`src/sv/hmpte_pkg.sv`:
```
// Shared types and constants of the HMP track event parser.
`timescale 1ns / 1ps
`default_nettype none

package hmpte_pkg;

    localparam int unsigned TS_W    = 32;
    localparam int unsigned MLEN_W  = 28;
    localparam int unsigned TDATA_W = 104;

    localparam logic [7:0] STATUS_META    = 8'hFF;
    localparam logic [7:0] STATUS_CH_LO   = 8'h80;
    localparam logic [7:0] STATUS_CH_HI   = 8'hEF;
    localparam logic [3:0] NIBBLE_PROG    = 4'hC;
    localparam logic [3:0] NIBBLE_CHPRESS = 4'hD;
    localparam logic [7:0] META_END_TRACK = 8'h2F;
    localparam logic [2:0] GROUP_MAX      = 3'd5;
    localparam logic [2:0] LEN_BYTES_MAX  = 3'd4;

    typedef enum logic [1:0] {
        KIND_CHAN      = 2'd0,
        KIND_META_HDR  = 2'd1,
        KIND_META_BYTE = 2'd2,
        KIND_ERR       = 2'd3
    } t_kind;

    typedef struct packed {
        logic [7:0] data_byte;
        logic       track_last;
    } t_in_item;

    typedef struct packed {
        t_kind              result_kind;
        logic [TS_W-1:0]    timestamp;
        logic [2:0]         msg_type;
        logic [3:0]         channel;
        logic [7:0]         data_first;
        logic [7:0]         data_second;
        logic [1:0]         data_count;
        logic [7:0]         meta_type;
        logic [MLEN_W-1:0]  meta_length;
        logic [7:0]         payload_byte;
        logic               payload_last;
    } t_result;

endpackage

`default_nettype wire

```
`src/sv/hmp_track_event_parser.sv`:
```
// Top level of the HMP track event parser: input stage, parser core, result stage.
// A byte waits in the input register; its result is captured in the result register.
// Throughput: one byte per cycle; a stalled result register holds both stages.
// Each byte is decoded in one pass between the input and result registers.
// Reset (synchronous, active low): stages empty, parser waits for a delta byte,
// running time zero and track not halted.
`timescale 1ns / 1ps
`default_nettype none

module hmp_track_event_parser
    import hmpte_pkg::*;
#(
    parameter int unsigned TIME_BITS   = 32,
    parameter int unsigned LENGTH_BITS = 28
) (
    input  wire logic               i_clk,
    input  wire logic               i_rst_n,
    input  wire logic               i_s_tvalid,
    output logic                    o_s_tready,
    input  wire logic [7:0]         i_s_tdata,   // [7:0] data_byte
    input  wire logic               i_s_tlast,   // track_last
    output logic                    o_m_tvalid,
    input  wire logic               i_m_tready,
    output logic [TDATA_W-1:0]      o_m_tdata,   // [31:0] timestamp, [34:32] msg_type,
                                                 // [38:35] channel, [46:39] data_first,
                                                 // [54:47] data_second, [56:55] data_count,
                                                 // [64:57] meta_type, [92:65] meta_length,
                                                 // [100:93] payload_byte, [103:101] zero
    output logic [1:0]              o_m_tuser,   // [1:0] result_kind
    output logic                    o_m_tlast    // payload_last
);

    t_in_item s_in_item;
    t_in_item s_core_item;
    logic     s_core_valid;
    logic     s_advance;
    logic     s_emit;
    t_result  s_res;
    t_result  s_out_res;

    assign s_in_item.data_byte  = i_s_tdata;
    assign s_in_item.track_last = i_s_tlast;

    hmpte_in_stage u_in_stage (
        .i_clk     (i_clk),
        .i_rst_n   (i_rst_n),
        .i_valid   (i_s_tvalid),
        .o_ready   (o_s_tready),
        .i_item    (s_in_item),
        .i_advance (s_advance),
        .o_valid   (s_core_valid),
        .o_item    (s_core_item)
    );

    hmpte_core #(
        .TIME_BITS   (TIME_BITS),
        .LENGTH_BITS (LENGTH_BITS)
    ) u_core (
        .i_clk   (i_clk),
        .i_rst_n (i_rst_n),
        .i_valid (s_core_valid && s_advance),
        .i_item  (s_core_item),
        .o_emit  (s_emit),
        .o_res   (s_res)
    );

    hmpte_out_stage u_out_stage (
        .i_clk     (i_clk),
        .i_rst_n   (i_rst_n),
        .i_emit    (s_emit),
        .i_res     (s_res),
        .o_advance (s_advance),
        .o_valid   (o_m_tvalid),
        .i_ready   (i_m_tready),
        .o_res     (s_out_res)
    );

    assign o_m_tdata = {3'b000,
                        s_out_res.payload_byte,
                        s_out_res.meta_length,
                        s_out_res.meta_type,
                        s_out_res.data_count,
                        s_out_res.data_second,
                        s_out_res.data_first,
                        s_out_res.channel,
                        s_out_res.msg_type,
                        s_out_res.timestamp};
    assign o_m_tuser = s_out_res.result_kind;
    assign o_m_tlast = s_out_res.payload_last;

endmodule

`default_nettype wire

```
`src/sv/hmpte_in_stage.sv`:
```
// Input register stage: holds one track byte until the parser consumes it.
`timescale 1ns / 1ps
`default_nettype none

module hmpte_in_stage
    import hmpte_pkg::*;
(
    input  wire logic     i_clk,
    input  wire logic     i_rst_n,
    input  wire logic     i_valid,
    output logic          o_ready,
    input  wire t_in_item i_item,
    input  wire logic     i_advance,
    output logic          o_valid,
    output t_in_item      o_item
);

    logic     r_valid;
    t_in_item r_item;

    // Take a new byte when empty or when the held byte moves on this cycle
    assign o_ready = !r_valid || i_advance;

    always_ff @(posedge i_clk) begin
        if (!i_rst_n) begin
            r_valid <= 1'b0;
        end else if (o_ready) begin
            r_valid <= i_valid;
        end
    end

    always_ff @(posedge i_clk) begin
        if (o_ready && i_valid) begin
            r_item <= i_item;
        end
    end

    assign o_valid = r_valid;
    assign o_item  = r_item;

endmodule

`default_nettype wire

```
`src/sv/hmpte_core.sv`:
```
// Parser state and single-pass next-state and result logic for one byte.
`timescale 1ns / 1ps
`default_nettype none

module hmpte_core
    import hmpte_pkg::*;
#(
    parameter int unsigned TIME_BITS   = 32,
    parameter int unsigned LENGTH_BITS = 28
) (
    input  wire logic     i_clk,
    input  wire logic     i_rst_n,
    input  wire logic     i_valid,
    input  wire t_in_item i_item,
    output logic          o_emit,
    output t_result       o_res
);

    typedef enum logic [2:0] {
        PH_DELTA   = 3'd0,
        PH_STATUS  = 3'd1,
        PH_DATA1   = 3'd2,
        PH_DATA2   = 3'd3,
        PH_MTYPE   = 3'd4,
        PH_MLEN    = 3'd5,
        PH_PAYLOAD = 3'd6
    } t_phase;

    t_phase                 r_phase,      n_phase;
    logic [TIME_BITS-1:0]   r_run_time,   n_run_time;
    logic [TIME_BITS-1:0]   r_delta,      n_delta;
    logic [2:0]             r_groups,     n_groups;
    logic [7:0]             r_status,     n_status;
    logic [7:0]             r_first,      n_first;
    logic [7:0]             r_mtype,      n_mtype;
    logic [LENGTH_BITS-1:0] r_mrem,       n_mrem;
    logic                   r_len_ovf,    n_len_ovf;
    logic [2:0]             r_len_bytes,  n_len_bytes;
    logic                   r_halted,     n_halted;

    logic [7:0]               v_b;
    logic                     v_last;
    logic                     v_emit, v_boundary, v_err, v_halt_after;
    logic [5:0]               v_shamt;
    logic [63:0]              v_grp64;
    logic [TIME_BITS-1:0]     v_grp;
    logic [63:0]              v_rt64;
    logic [LENGTH_BITS+6:0]   v_len_full;
    t_result                  v_res;

    always_comb begin
        v_b          = i_item.data_byte;
        v_last       = i_item.track_last;
        v_emit       = 1'b0;
        v_boundary   = 1'b0;
        v_err        = 1'b0;
        v_halt_after = 1'b0;
        v_res        = '0;

        n_phase     = r_phase;
        n_run_time  = r_run_time;
        n_delta     = r_delta;
        n_groups    = r_groups;
        n_status    = r_status;
        n_first     = r_first;
        n_mtype     = r_mtype;
        n_mrem      = r_mrem;
        n_len_ovf   = r_len_ovf;
        n_len_bytes = r_len_bytes;
        n_halted    = r_halted;

        case (r_groups)
            3'd0:    v_shamt = 6'd0;
            3'd1:    v_shamt = 6'd7;
            3'd2:    v_shamt = 6'd14;
            3'd3:    v_shamt = 6'd21;
            default: v_shamt = 6'd28;
        endcase
        v_grp64    = 64'(v_b[6:0]) << v_shamt;
        v_grp      = TIME_BITS'(v_grp64);
        v_len_full = {r_mrem, v_b[6:0]};

        if (!r_halted) begin
            case (r_phase)
                PH_DELTA: begin
                    if (r_groups < GROUP_MAX) begin
                        n_delta  = r_delta + v_grp;
                        n_groups = r_groups + 3'd1;
                    end
                    if (v_b[7]) begin
                        n_run_time = r_run_time + n_delta;
                        n_delta    = '0;
                        n_groups   = '0;
                        n_phase    = PH_STATUS;
                    end
                end
                PH_STATUS: begin
                    if (v_b == STATUS_META) begin
                        n_phase = PH_MTYPE;
                    end else if (v_b inside {[STATUS_CH_LO:STATUS_CH_HI]}) begin
                        n_status = v_b;
                        n_phase  = PH_DATA1;
                    end else begin
                        v_err = 1'b1;
                    end
                end
                PH_DATA1: begin
                    n_first = v_b;
                    if (r_status[7:4] inside {NIBBLE_PROG, NIBBLE_CHPRESS}) begin
                        v_res.result_kind = KIND_CHAN;
                        v_res.msg_type    = r_status[6:4];
                        v_res.channel     = r_status[3:0];
                        v_res.data_first  = v_b;
                        v_res.data_count  = 2'd1;
                        v_emit            = 1'b1;
                        v_boundary        = 1'b1;
                        n_phase           = PH_DELTA;
                    end else begin
                        n_phase = PH_DATA2;
                    end
                end
                PH_DATA2: begin
                    v_res.result_kind = KIND_CHAN;
                    v_res.msg_type    = r_status[6:4];
                    v_res.channel     = r_status[3:0];
                    v_res.data_first  = r_first;
                    v_res.data_second = v_b;
                    v_res.data_count  = 2'd2;
                    v_emit            = 1'b1;
                    v_boundary        = 1'b1;
                    n_phase           = PH_DELTA;
                end
                PH_MTYPE: begin
                    n_mtype     = v_b;
                    n_mrem      = '0;
                    n_len_ovf   = 1'b0;
                    n_len_bytes = '0;
                    n_phase     = PH_MLEN;
                end
                PH_MLEN: begin
                    // Keep a sticky flag for bits shifted beyond the length width
                    n_mrem      = v_len_full[LENGTH_BITS-1:0];
                    n_len_ovf   = r_len_ovf || (v_len_full[LENGTH_BITS+6:LENGTH_BITS] != '0);
                    n_len_bytes = r_len_bytes + 3'd1;
                    if (v_b[7]) begin
                        if (n_len_bytes >= LEN_BYTES_MAX) begin
                            v_err = 1'b1;
                        end
                    end else if (n_len_ovf) begin
                        v_err = 1'b1;
                    end else begin
                        v_res.result_kind = KIND_META_HDR;
                        v_res.meta_type   = r_mtype;
                        v_res.meta_length = MLEN_W'(n_mrem);
                        v_emit            = 1'b1;
                        if (n_mrem == '0) begin
                            v_boundary   = 1'b1;
                            v_halt_after = (r_mtype == META_END_TRACK);
                            n_phase      = PH_DELTA;
                        end else begin
                            n_phase = PH_PAYLOAD;
                        end
                    end
                end
                PH_PAYLOAD: begin
                    n_mrem             = r_mrem - LENGTH_BITS'(1);
                    v_res.result_kind  = KIND_META_BYTE;
                    v_res.meta_type    = r_mtype;
                    v_res.payload_byte = v_b;
                    v_res.payload_last = (n_mrem == '0);
                    v_emit             = 1'b1;
                    if (n_mrem == '0) begin
                        v_boundary   = 1'b1;
                        v_halt_after = (r_mtype == META_END_TRACK);
                        n_phase      = PH_DELTA;
                    end
                end
                default: begin
                    n_phase = PH_DELTA;
                    v_err   = 1'b1;
                end
            endcase

            v_rt64          = 64'(n_run_time);
            v_res.timestamp = v_rt64[TS_W-1:0];

            if (v_err || (v_last && !v_boundary)) begin
                v_res             = '0;
                v_res.result_kind = KIND_ERR;
                v_res.timestamp   = v_rt64[TS_W-1:0];
                v_emit            = 1'b1;
                n_halted          = 1'b1;
            end
            if (!v_last && v_halt_after) begin
                n_halted = 1'b1;
            end
        end else begin
            v_rt64 = 64'(r_run_time);
        end

        // Start the next track after its final byte
        if (v_last) begin
            n_phase     = PH_DELTA;
            n_run_time  = '0;
            n_delta     = '0;
            n_groups    = '0;
            n_mrem      = '0;
            n_len_ovf   = 1'b0;
            n_len_bytes = '0;
            n_halted    = 1'b0;
        end
    end

    always_ff @(posedge i_clk) begin
        if (!i_rst_n) begin
            r_phase     <= PH_DELTA;
            r_run_time  <= '0;
            r_delta     <= '0;
            r_groups    <= '0;
            r_status    <= '0;
            r_first     <= '0;
            r_mtype     <= '0;
            r_mrem      <= '0;
            r_len_ovf   <= 1'b0;
            r_len_bytes <= '0;
            r_halted    <= 1'b0;
        end else if (i_valid) begin
            r_phase     <= n_phase;
            r_run_time  <= n_run_time;
            r_delta     <= n_delta;
            r_groups    <= n_groups;
            r_status    <= n_status;
            r_first     <= n_first;
            r_mtype     <= n_mtype;
            r_mrem      <= n_mrem;
            r_len_ovf   <= n_len_ovf;
            r_len_bytes <= n_len_bytes;
            r_halted    <= n_halted;
        end
    end

    assign o_emit = i_valid && v_emit;
    assign o_res  = v_res;

    a_halted_silent: assert property (@(posedge i_clk) disable iff (!i_rst_n)
        (i_valid && r_halted) |-> !o_emit)
        else $error("result produced while track halted");

    a_last_restarts: assert property (@(posedge i_clk) disable iff (!i_rst_n)
        (i_valid && i_item.track_last) |=> (r_phase == PH_DELTA && !r_halted
                                            && r_run_time == '0))
        else $error("track not restarted after final byte");

    a_payload_nonzero: assert property (@(posedge i_clk) disable iff (!i_rst_n)
        (r_phase == PH_PAYLOAD) |-> (r_mrem != '0))
        else $error("payload phase with no bytes remaining");

    a_err_halts: assert property (@(posedge i_clk) disable iff (!i_rst_n)
        (o_emit && o_res.result_kind == KIND_ERR && !i_item.track_last) |=> r_halted)
        else $error("error result did not halt the track");

endmodule

`default_nettype wire

```
`src/sv/hmpte_out_stage.sv`:
```
// Result register stage: holds one result transaction until the sink takes it.
`timescale 1ns / 1ps
`default_nettype none

module hmpte_out_stage
    import hmpte_pkg::*;
(
    input  wire logic    i_clk,
    input  wire logic    i_rst_n,
    input  wire logic    i_emit,
    input  wire t_result i_res,
    output logic         o_advance,
    output logic         o_valid,
    input  wire logic    i_ready,
    output t_result      o_res
);

    logic    r_valid;
    t_result r_res;

    // Move on when the register is empty or its transaction leaves now
    assign o_advance = !r_valid || i_ready;

    always_ff @(posedge i_clk) begin
        if (!i_rst_n) begin
            r_valid <= 1'b0;
        end else if (o_advance) begin
            r_valid <= i_emit;
        end
    end

    always_ff @(posedge i_clk) begin
        if (o_advance && i_emit) begin
            r_res <= i_res;
        end
    end

    assign o_valid = r_valid;
    assign o_res   = r_res;

endmodule

`default_nettype wire

```
`config.mk`:
```
export PLATFORM = sky130hd
export DESIGN_NAME = hmp_track_event_parser
export DESIGN_NICKNAME = d
export VERILOG_FILES = /design/src/sv/hmpte_pkg.sv /design/src/sv/hmp_track_event_parser.sv /design/src/sv/hmpte_in_stage.sv /design/src/sv/hmpte_core.sv /design/src/sv/hmpte_out_stage.sv
export SDC_FILE = /design/constraint.sdc
export NUM_CORES = 1
export LEC_CHECK = 0
export CORE_MARGIN = 1
export CORE_UTILIZATION = 43
export CTS_BUF_LIST = sky130_fd_sc_hd__clkbuf_2 sky130_fd_sc_hd__clkbuf_4 sky130_fd_sc_hd__clkbuf_8
export CTS_CLUSTER_SIZE = 40
export DETAILED_ROUTE_END_ITERATION = 6
export DONT_BUFFER_PORTS = 1
export PLACE_DENSITY = 0.68
export SYNTH_ARGS = -nofsm -noshare
export SYNTH_HDL_FRONTEND = slang
export SYNTH_SLANG_ARGS = --single-unit
```
`constraint.sdc`:
```
create_clock -name i_clk -period 10.5 [get_ports i_clk]
set_input_delay 0.525 -clock i_clk [delete_from_list [all_inputs] [get_ports i_clk]]
set_output_delay 0.525 -clock i_clk [all_outputs]
set_load 0.01 [all_outputs]
```
==> results of run 1 <==
state kept, by name (all words and copies together) (netlist names):
signal,cells
u_in_stage.o_valid,1
u_in_stage.o_item,9
u_core.r_phase,3
u_core.r_len_ovf,1
u_core.r_mrem,28
u_core.r_halted,1
u_out_stage.o_valid,1
u_core.r_first,8
u_core.r_groups,3
u_core.r_run_time,32
u_core.r_status,8
u_core.r_mtype,8
u_core.r_delta,32
u_out_stage.o_res,104
u_core.r_len_bytes,3
cells by family (layout without fill, tap and decap cells):
family,Yosys count,in the layout
AO/OA/AOI/OAI,470,470
XOR/XNOR,61,61
adder cells (fa/ha/maj),75,75
buffers and inverters,145,126
flip-flops,242,242
multiplexers,32,32
other,1,3
AND/OR/NAND/NOR,677,677
placed cells by master, fill, tap and decap left out, types with 9 or more instances in the layout:
cell type,instances
nor4_1,14
dfxtp_1,128
nand2b_1,16
o31ai_1,11
or3_1,16
a21oi_1,105
a22oi_1,56
nand2_1,166
a21o_1,37
a211oi_1,20
mux2i_1,30
a22o_1,12
nor2_1,100
clkinv_1,11
a21boi_0,15
o21ai_0,94
nor3_1,40
and3_1,30
ha_1,73
nor2b_1,105
o211ai_1,9
edfxtp_1,113
nand3_1,50
nand4_1,13
buf_4,14
xnor2_1,35
a31oi_1,13
a211o_1,14
inv_1,34
clkbuf_8,45
o21a_1,19
xor2_1,26
and2_1,68
worst register-to-register path, stage by stage (launching register included):
cell and delay [ns]:
dfxtp_1 0.48, inv_1 0.14, ha_1 0.29, o21bai_1 0.70, nor3_1 0.18, nor2_1 0.23
nor3_1 0.08, ha_1 0.35, nor2b_1 0.14, o21a_1 0.16, o21ai_0 0.12, a211oi_1 0.63
o21ai_0 0.32, o221ai_1 0.28, xor2_1 0.12, nand2_1 0.08, nand2_1 0.08, ha_1 0.42
nand2_1 0.12, nor3_1 0.27, o211ai_1 0.18, a221oi_1 0.49, a221oi_1 0.19, or4_1 0.50
nand4_1 0.12, or3b_1 0.34
area by class of cell:
class,count,area [sq um],area share (%)
Sequential cell,242,5980,36.6
Inverter,34,128,0.781
Tap cell,455,569,3.48
Multi-Input combinational cell,1318,8590,52.6
Timing Repair Buffer,14,105,0.643
Clock inverter,26,302,1.85
Clock buffer,52,672,4.11
per-layer routing:
| layer | global-route usage, % | up-vias |
|---|---|---|
| li1 | - | 6121 |
| met1 | 30.9 | 6013 |
| met2 | 38.1 | 447 |
| met3 | 3.37 | 84 |
| met4 | 9.46 | 0 |
| met5 | 0 | - |
power by group through the flow:
stage | clock (uW) | combinational, uW | sequential [uW]
2_1_floorplan | 0 | 98.2 | 1040
3_3_place_gp | 0 | 121 | 1040
3_5_place_dp | 0 | 124 | 1050
4_1_cts | 1040 | 124 | 1030
5_1_grt | 1070 | 136 | 1030
6_report | 1010 | 125 | 1030
final timing paths:
path	to	slack [ns]	cells after the start
worst max-delay path	u_core.r_run_time[31]	3.40	25
worst min-delay path	u_in_stage.o_item[4]	0.04	0
worst max register to register	u_core.r_run_time[31]	3.40	25
worst min register to register	u_core.r_status[7]	0.47	1
metrics by stage:
stage | total power, uW | utilization [%] | area, sq um | setup slack [ns] | hold WS (ns)
after floorplan | 1130 | - | 15100 | 4.49 | 0.441
after global routing | 2230 | 47.3 | 16300 | 2.59 | 0.00795
after detailed placement | 1170 | 44.5 | 15400 | 3.49 | 0.453
final | 2160 | 47.3 | 16300 | 3.40 | 0.0388
after CTS | 2180 | 47.3 | 16300 | 3.45 | 0.00700
after global placement | 1170 | 44.5 | 15400 | 3.55 | 0.448
==> impl_metrics.toml, run 1 <==
[grt]
grt_start_max_net_pins = 137
grt_pass1_vias = 12000
antenna_found_initial = 0
gr-total-overflow = 0
grt_pass1_wl_microns = 66800
grt_use_total_pct = 23.3

[timing]
drv_slew = 0
setup_viol = 0
fmax_mhz = 141
skew_ns = 0.0490
tns_ns = 0
period_minus_slack_ns = 7.10
period_share_pct = 67.6
rsz0062_at_grt = "no"
worst_pin_slew_ns = 1.14
finalHoldViolCount = 0
max-slew-margin-rel_pct = 23.8

[logic_synthesis]
synthXorXnorAreaFrac_pct = 3.54
yosysMostFrequentCell = "nand2_1"
netlist_instances = 1703
seq_area_frac_synth_pct = 39.6
synth-simple-area-share_pct = 23.9
synth_fa_ha_area_share_pct = 6.31
synth_top_family_by_area = "simple AND/OR/NAND/NOR gates"
synth_warnings = 0
ys_types = 85
async_flop_share_pct = 0
synthMuxAreaShare_pct = 2.14
synthTopCellsByCount = "166 x nand2_1, 129 x dfxtp_1, 113 x edfxtp_1, 106 x a21oi_1, 105 x nor2b_1"
yosysTopAreaCellShare_pct = 22.5
avgSynthCellArea_sq_um = 8.87
ys_top_cells_by_area = "edfxtp_1 22%, dfxtp_1 17%, ha_1 6.0%"
synth-main-ff-cell = "dfxtp_1"
synth-seq-cells = 242
synth_top_cell_by_area = "edfxtp_1"
synth-edff-count = 113
synth_area_sq_mm = 0.0151
synth-compound-area-share_pct = 20.6

[power_and_ir_drop]
seq_power_share_pct = 47.4
ir_drop_uv = 85.2
switching_power_uw = 520
intPower_uw = 1640
combinationalPowerShare_pct = 5.8
p_leak_uw = 0.00643
pwr-share-clk_pct = 46.8
power_density_mw_per_mm2 = 132
sw_frac_of_total_pct = 24.1

[worst_setup_path]
slowest_delay_ns = 0.70
path_max_fanout = 14
rr_startpoint = "u_core.r_groups[0]"
cp-start-kind = "register"
path_delay_family = "compound AO/OA/AOI/OAI gates"
cp.arrival_ns = 7.57
slowest_stage = "o21bai_1"
path_class = "reg -> reg"
cp.buffers_inverters = 1
cp_data_required_time_ns = 10.97
worst_setup_path_end_kind = "register"
startpoint = "u_core.r_groups[0]"

[routing]
drc = 0
drt_iter0_drc = 1022
ant_nets = 0
viasPerCell = 5.92
wl_met3_microns = 2420
route.met2.wl_microns = 19600
drt-met1-wl_microns = 18800
num_vias = 12700
dr.pass1.iters = 6
wl_microns = 42200
wl_per_cell_microns = 19.7
highest_layer = "met4"

[placed_design]
dp.cells = 2063
gp_congestion = 0.941
io_buffers = 0
hpwl_microns = 29300

[clocking]
cts_tree = "built"
cts_buffer_depth = 3
postCtsSetupRepairBufs = 0
htreeDepth = 2
hold_buffers = 0
clock_sinks = 242
cts_root_buf = "clkbuf_8"
clk_latency_ns = 0.59
cts.clk_slew.worst_paths_ns = 0.06
tritoncts.num_buffers = 42
post_cts_resized = 0

[cells_and_area]
nets = 1740
antenna_cells = 0
synthToLayoutAreaGrowth_pct = 8.19
fin_cells = 2141
nFillCells = 3356
drive_gt1_share_pct = 7.18

[floorplanning]
initial_core_util_pct = 43.7
die_area_sq_mm = 0.0359
core_area_sq_mm = 0.0345
fp-row-count = 68
die_h_microns = 189
num_io_pins = 122
die_x_microns = 189

[worst_hold_path]
min_path_type = "in -> reg"
hold_start = "i_s_tdata[3]"

[run_status]
outcome = "finished, final reports clean"

[flow_run]
max_cap_violations = 0
(Power assumes the default switching activity.)
==> run 2: changes to the inputs <==
Settings changed: ABC_AREA from default to 1, PLACE_DENSITY 0.68 to 0.7.
Clock period 10.5 ns to 6.2 ns, I/O delays scaled along.
==> run 2 against run 1 <==
Compared with the run above:
- count of clock-buffer cells in the layout up 14
- first-iteration DRC count up 10%
- sequential share of layout area down 0.46 points
- clock power up 64%
- wire length up 4.4%
- cell count up 19%
- sequential power up 74%
- register-to-register slack worse by 3.0 ns
- combinational power rose to 4.7 times the previous value
- non-clock buffer count up 15
- setup slack worse by 3.0 ns
==> impl_metrics.toml, run 2 <==
[logic_synthesis]
synth_warnings = 0
seq_area_frac_synth_pct = 39.9
ys_top_cells_by_area = "edfxtp_1 23%, dfxtp_1 17%, nand2_1 12%"
async_flop_share_pct = 0
synth-edff-count = 113
synth_area_sq_mm = 0.0150
synth-main-ff-cell = "dfxtp_1"
ys_types = 56
synth_top_cell_by_area = "edfxtp_1"
yosysTopAreaCellShare_pct = 22.7
synthTopCellsByCount = "492 x nand2_1, 236 x nor2_1, 229 x a21oi_1, 213 x inv_1, 129 x dfxtp_1"
avgSynthCellArea_sq_um = 7.31
synth-seq-cells = 242
netlist_instances = 2049
yosysMostFrequentCell = "nand2_1"

[worst_setup_path]
worst_setup_path_end_kind = "register"
path_class = "reg -> reg"
slowest_delay_ns = 0.41
rrSetupSlack_ns = 0.40
slowest_stage = "a21oi_1"
path_max_fanout = 15
cp_data_required_time_ns = 6.49
rr_startpoint = "u_core.r_groups[0]"
cp-start-kind = "register"
startpoint = "u_core.r_groups[0]"
r2r_cells = 32
r2r_end = "u_out_stage.o_res[94]"
path_delay_family = "simple AND/OR/NAND/NOR gates"
cp.buffers_inverters = 4
cp.arrival_ns = 6.09
cp_common_cell = "nand2_1"

[clocking]
cts_tree = "built"
cts.clk_slew.worst_paths_ns = 0.06
cts_buffer_depth = 3
htreeDepth = 2
clk_latency_ns = 0.59
clock_sinks = 242
cts_root_buf = "clkbuf_8"
tritoncts.num_buffers = 44

[cells_and_area]
drive_gt1_share_pct = 8.98
synthToLayoutAreaGrowth_pct = 10.4
final_common_cell = "nand2_1"
final_cell_mix = "491 x nand2_1, 232 x nor2_1, 225 x a21oi_1"
nets = 2145
antenna_cells = 0
utilization_pct = 48.8
post-route-cell-area_sq_mm = 0.0165
largest_register_ffs = 104

[worst_hold_path]
hold_start = "i_s_tvalid"
whs_path_depth = 2
min_path_type = "in -> reg"
worstHoldEndpoint = "u_in_stage.o_valid"

[floorplanning]
initial_core_util_pct = 44.2
die_area_sq_mm = 0.0356
fp-row-count = 67
core_area_sq_mm = 0.0339
num_io_pins = 122
die_h_microns = 189
die_x_microns = 189

[placed_design]
hpwl_microns = 32000
gp_congestion = 0.965
pre_cts_ws_ns = 0.219
placed_cell_area_sq_mm = 0.0154
io_buffers = 0

[grt]
grt_use_total_pct = 24.3
grt_pass1_wl_microns = 69300
grt_pass1_vias = 13000
gr-total-overflow = 0
antenna_found_initial = 0
grt_start_max_net_pins = 85

[routing]
ant_nets = 0
wl_per_cell_microns = 17.3
dr.pass1.iters = 5
num_vias = 14000
highest_layer = "met4"
wl_microns = 44000
wl_met3_microns = 2810
drt-met1-wl_microns = 19300
drt_iter0_drc = 1124
viasPerCell = 5.50
drc = 0
route.met2.wl_microns = 20200

[timing]
max-slew-margin-rel_pct = 20.4
setup_ws_ns = 0.399
setup_viol = 0
period_share_pct = 93.6
rsz0062_at_grt = "yes"
fmax_mhz = 172
drv_slew = 0
skew_ns = 0.0267
finalHoldViolCount = 0
period_minus_slack_ns = 5.80
worst_pin_slew_ns = 1.19

[power_and_ir_drop]
p_total_uw = 4040
power_density_mw_per_mm2 = 244
ir_drop_uv = 210
p_leak_uw = 0.00693

[run_status]
outcome = "finished, final reports clean"

[flow_run]
max_cap_violations = 0
run 2: cell types whose count changed after synthesis, sizes merged, moves of 30 or more:
| cell | previous run | this run |
|---|---|---|
| and2 | 69 | 8 |
| inv | 34 | 215 |
| clkbuf | 97 | 50 |
| nand3 | 50 | 97 |
| nand2 | 166 | 493 |
| and3 | 30 | 0 |
| nor2b | 105 | 0 |
| nor2 | 101 | 265 |
| a21oi | 107 | 229 |
| a22oi | 56 | 6 |
run 2: worst max path at each step:
stage | depth (start not counted) | slack [ns] | end
after global placement | 33 | 0.26 | u_out_stage.o_res[96]
after floorplan | 31 | 1.34 | u_out_stage.o_res[99]
after global routing | 33 | -0.05 | u_out_stage.o_res[94]
after detailed placement | 34 | 0.22 | u_out_stage.o_res[96]
final | 32 | 0.40 | u_out_stage.o_res[94]
after CTS | 34 | 0.16 | u_out_stage.o_res[96]
run 2: cells by family after synthesis:
family	synth area share [%]
AO/OA/AOI/OAI	16.4
XOR/XNOR	1.99
adder cells (fa/ha/maj)	6.37
buffers and inverters	7.54
flip-flops	39.9
multiplexers	0.209
other	0.0250
AND/OR/NAND/NOR	27.6
run 2: worst register-to-register path: cells and delay by family (launching register included):
family | cells | cell delay (ns)
XOR/XNOR | 2 | 0.33
AO/OA/AOI/OAI | 8 | 1.56
flip-flops | 1 | 0.36
buffers and inverters | 4 | 0.45
AND/OR/NAND/NOR | 14 | 1.71
adder cells (fa/ha/maj) | 4 | 1.10
run 2: metal layers:
metal / GRT usage (%) / up-vias
li1: - / 6876
met1: 31.9 / 6480
met2: 39.6 / 530
met3: 3.50 / 88
met4: 10.9 / 0
met5: 0 / -
run 2: final cells by class:
cell class | count | area [sq um]
clock buffer | 66 | 808
multi-input combinational | 1520 | 7960
clock inverter | 16 | 163
tap | 448 | 561
timing repair buffer | 29 | 243
sequential | 242 | 5980
fill | 3410 | 17300
inverter | 220 | 828
run 2: power by group:
| part | internal [uW] | switching (uW) |
|---|---|---|
| sequential | 1740 | 55.2 |
| combinational | 170 | 417 |
| clock | 965 | 694 |
| total | 2880 | 1170 |
run 2: what timing repair did:
action,in CTS,in global routing
resized for setup,0,20
endpoints found under the hold margin,38,0
setup endpoints to repair,0,25
hold buffers,10,0
setup buffers,0,0
run 2: through the flow:
stage | TNS, ns | hold slack [ns] | std cells
after global placement | 0 | 0.409 | 2449
after CTS | 0 | 0.0109 | 2541
after global routing | -0.0569 | 0.00394 | 2541
final | 0 | 0.0300 | 2541
after detailed placement | 0 | 0.409 | 2449
after floorplan | 0 | 0.409 | 2051
==> run 3: changes to the inputs <==
Settings changed: ABC_AREA 1 to default.
==> run 3 against run 2 <==
Compared with the run above:
- non-clock buffer count is 109 higher
- sequential cell count stayed put
- setup slack worse by 0.19 ns
- first-iteration DRC count is 17% lower
- highest routed layer unchanged
- combinational power is 53% lower
- power is 10% lower
- die area is 0.81% higher
- critical path type unchanged
- maximum frequency is 3.1% lower
- via count is 4.4% lower
==> impl_metrics.toml, run 3 (synthesis gave the netlist of run 1 again) <==
[worst_setup_path]
startpoint = "u_core.r_groups[1]"
slowest_stage = "o211ai_1"
cp_common_cell = "buf_4"
cp.buffers_inverters = 4
worst_setup_path_end_kind = "register"
cp.arrival_ns = 6.49
path_max_fanout = 6
path_class = "reg -> reg"
path_delay_family = "compound AO/OA/AOI/OAI gates"
rr_startpoint = "u_core.r_groups[1]"
slowest_delay_ns = 0.36
cp_data_required_time_ns = 6.70
cp-start-kind = "register"

[floorplanning]
initial_core_util_pct = 43.7
die_h_microns = 189
die_x_microns = 189
core_area_sq_mm = 0.0345
num_io_pins = 122
die_area_sq_mm = 0.0359
fp-row-count = 68

[placed_design]
pre_cts_ws_ns = -0.315
io_buffers = 0
gp_congestion = 0.882
hpwl_microns = 31200
dp.cells = 2168

[power_and_ir_drop]
p_leak_uw = 0.00707
ir_drop_uv = 178
power_density_mw_per_mm2 = 207

[clocking]
tritoncts.num_buffers = 43
clock_sinks = 242
cts_buffer_depth = 3
cts.clk_slew.worst_paths_ns = 0.06
cts_tree = "built"
cts_root_buf = "clkbuf_8"
clk_latency_ns = 0.62
htreeDepth = 2

[cells_and_area]
synthToLayoutAreaGrowth_pct = 16.1
nets = 1865
fin_cells = 2267
final_cell_mix = "165 x nand2_1, 127 x dfxtp_1, 125 x buf_4"
multi_input_area_sq_mm = 0.00882
nFillCells = 3272
drive_gt1_share_pct = 15.6
antenna_cells = 0
final_common_cell = "nand2_1"
layout.area.seq_sq_mm = 0.00598
largest_register_ffs = 104
utilization_pct = 50.7

[routing]
ant_nets = 0
highest_layer = "met4"
wl_met3_microns = 2560
viasPerCell = 5.89
route.met2.wl_microns = 21500
wl_per_cell_microns = 19.7
drt_iter0_drc = 936
wl_microns = 44700
dr.pass1.iters = 5
drc = 0
drt-met1-wl_microns = 19200
num_vias = 13400

[grt]
grt_use_total_pct = 24.5
grt_start_max_net_pins = 133
gr-total-overflow = 0
grt_pass1_vias = 12700
antenna_found_initial = 0
grt_pass1_wl_microns = 69500

[timing]
skew_ns = 0.0395
period_share_pct = 96.6
period_minus_slack_ns = 5.99
finalHoldViolCount = 0
fmax_mhz = 167
setup_ws_ns = 0.213
max-slew-margin-rel_pct = 21.1
setup_viol = 0
drv_slew = 0
worst_pin_slew_ns = 1.18

[flow_run]
max_cap_violations = 0

[worst_hold_path]
min_path_type = "in -> reg"
hold_start = "i_rst_n"

[run_status]
outcome = "finished, final reports clean"
## run 3: cell count changes in the layout (fill, tap and decap cells not counted), sizes merged, moves of 21 or more
cell | before | now
a21o | 13 | 37
a21oi | 229 | 107
a22oi | 6 | 56
and2 | 8 | 69
and3 | 0 | 30
buf | 19 | 127
inv | 217 | 35
mux2i | 2 | 30
nand2 | 493 | 166
nand3 | 97 | 50
nor2 | 265 | 101
nor2b | 0 | 105
o21ai | 121 | 100
xnor2 | 12 | 35
## run 3: path summary, 6_finish.rpt
kind	depth (start not counted)	end	slack, ns
setup / recovery	31	u_core.r_run_time[31]	0.21
hold / removal	2	u_core.r_run_time[24]	0.07
setup reg to reg	31	u_core.r_run_time[31]	0.21
hold reg to reg	1	u_core.r_status[7]	0.48
## run 3: layout make-up
type / instances / area share (%)
clock buffers: 60 / 4.39
repair buffers: 138 / 6.20
flip-flops and latches: 242 / 34.1
inverters: 34 / 0.728
multi-input cells: 1318 / 50.3
clock inverters: 20 / 0.999
well taps: 455 / 3.25
## run 3: power breakdown
part           switching (uW)  internal, uW
Combinational             177          95.4
Clock                     705           932
Sequential               28.1          1700
## run 3: through the flow
step	area (sq um)	hold WS [ns]	setup TNS, ns	total power (uW)
final	17500	0.0711	0	3640
after global routing	17500	0.0373	-0.130	3760
after CTS	17300	0.00852	0	3650
after detailed placement	16100	0.409	-0.888	2000
after global placement	16100	0.409	-0.200	1990
after floorplan	15100	0.409	0	1920
## run 3: per-layer routing
metal | track usage (%) | vias up
met5 | 0 | -
met4 | 10.2 | 0
met3 | 4.45 | 93
met2 | 41.0 | 434
met1 | 30.9 | 6451
li1 | - | 6384
## run 3: timing repair
action | 4_1_cts | 5_1_grt
pin swaps | 0 | 13
setup buffers | 0 | 7
endpoints found under the hold margin | 135 | 0
endpoints found under the setup margin | 4 | 26
resized for setup | 10 | 57
hold buffers | 12 | 0
## run 3: worst reg2reg max path: cells and delay by family (launching register included)
family	cells	cell delay (ns)
compound gates	12	2.23
fa+ha+maj	3	0.67
buf+inv	4	0.50
flops	1	0.35
simple gates	12	2.16
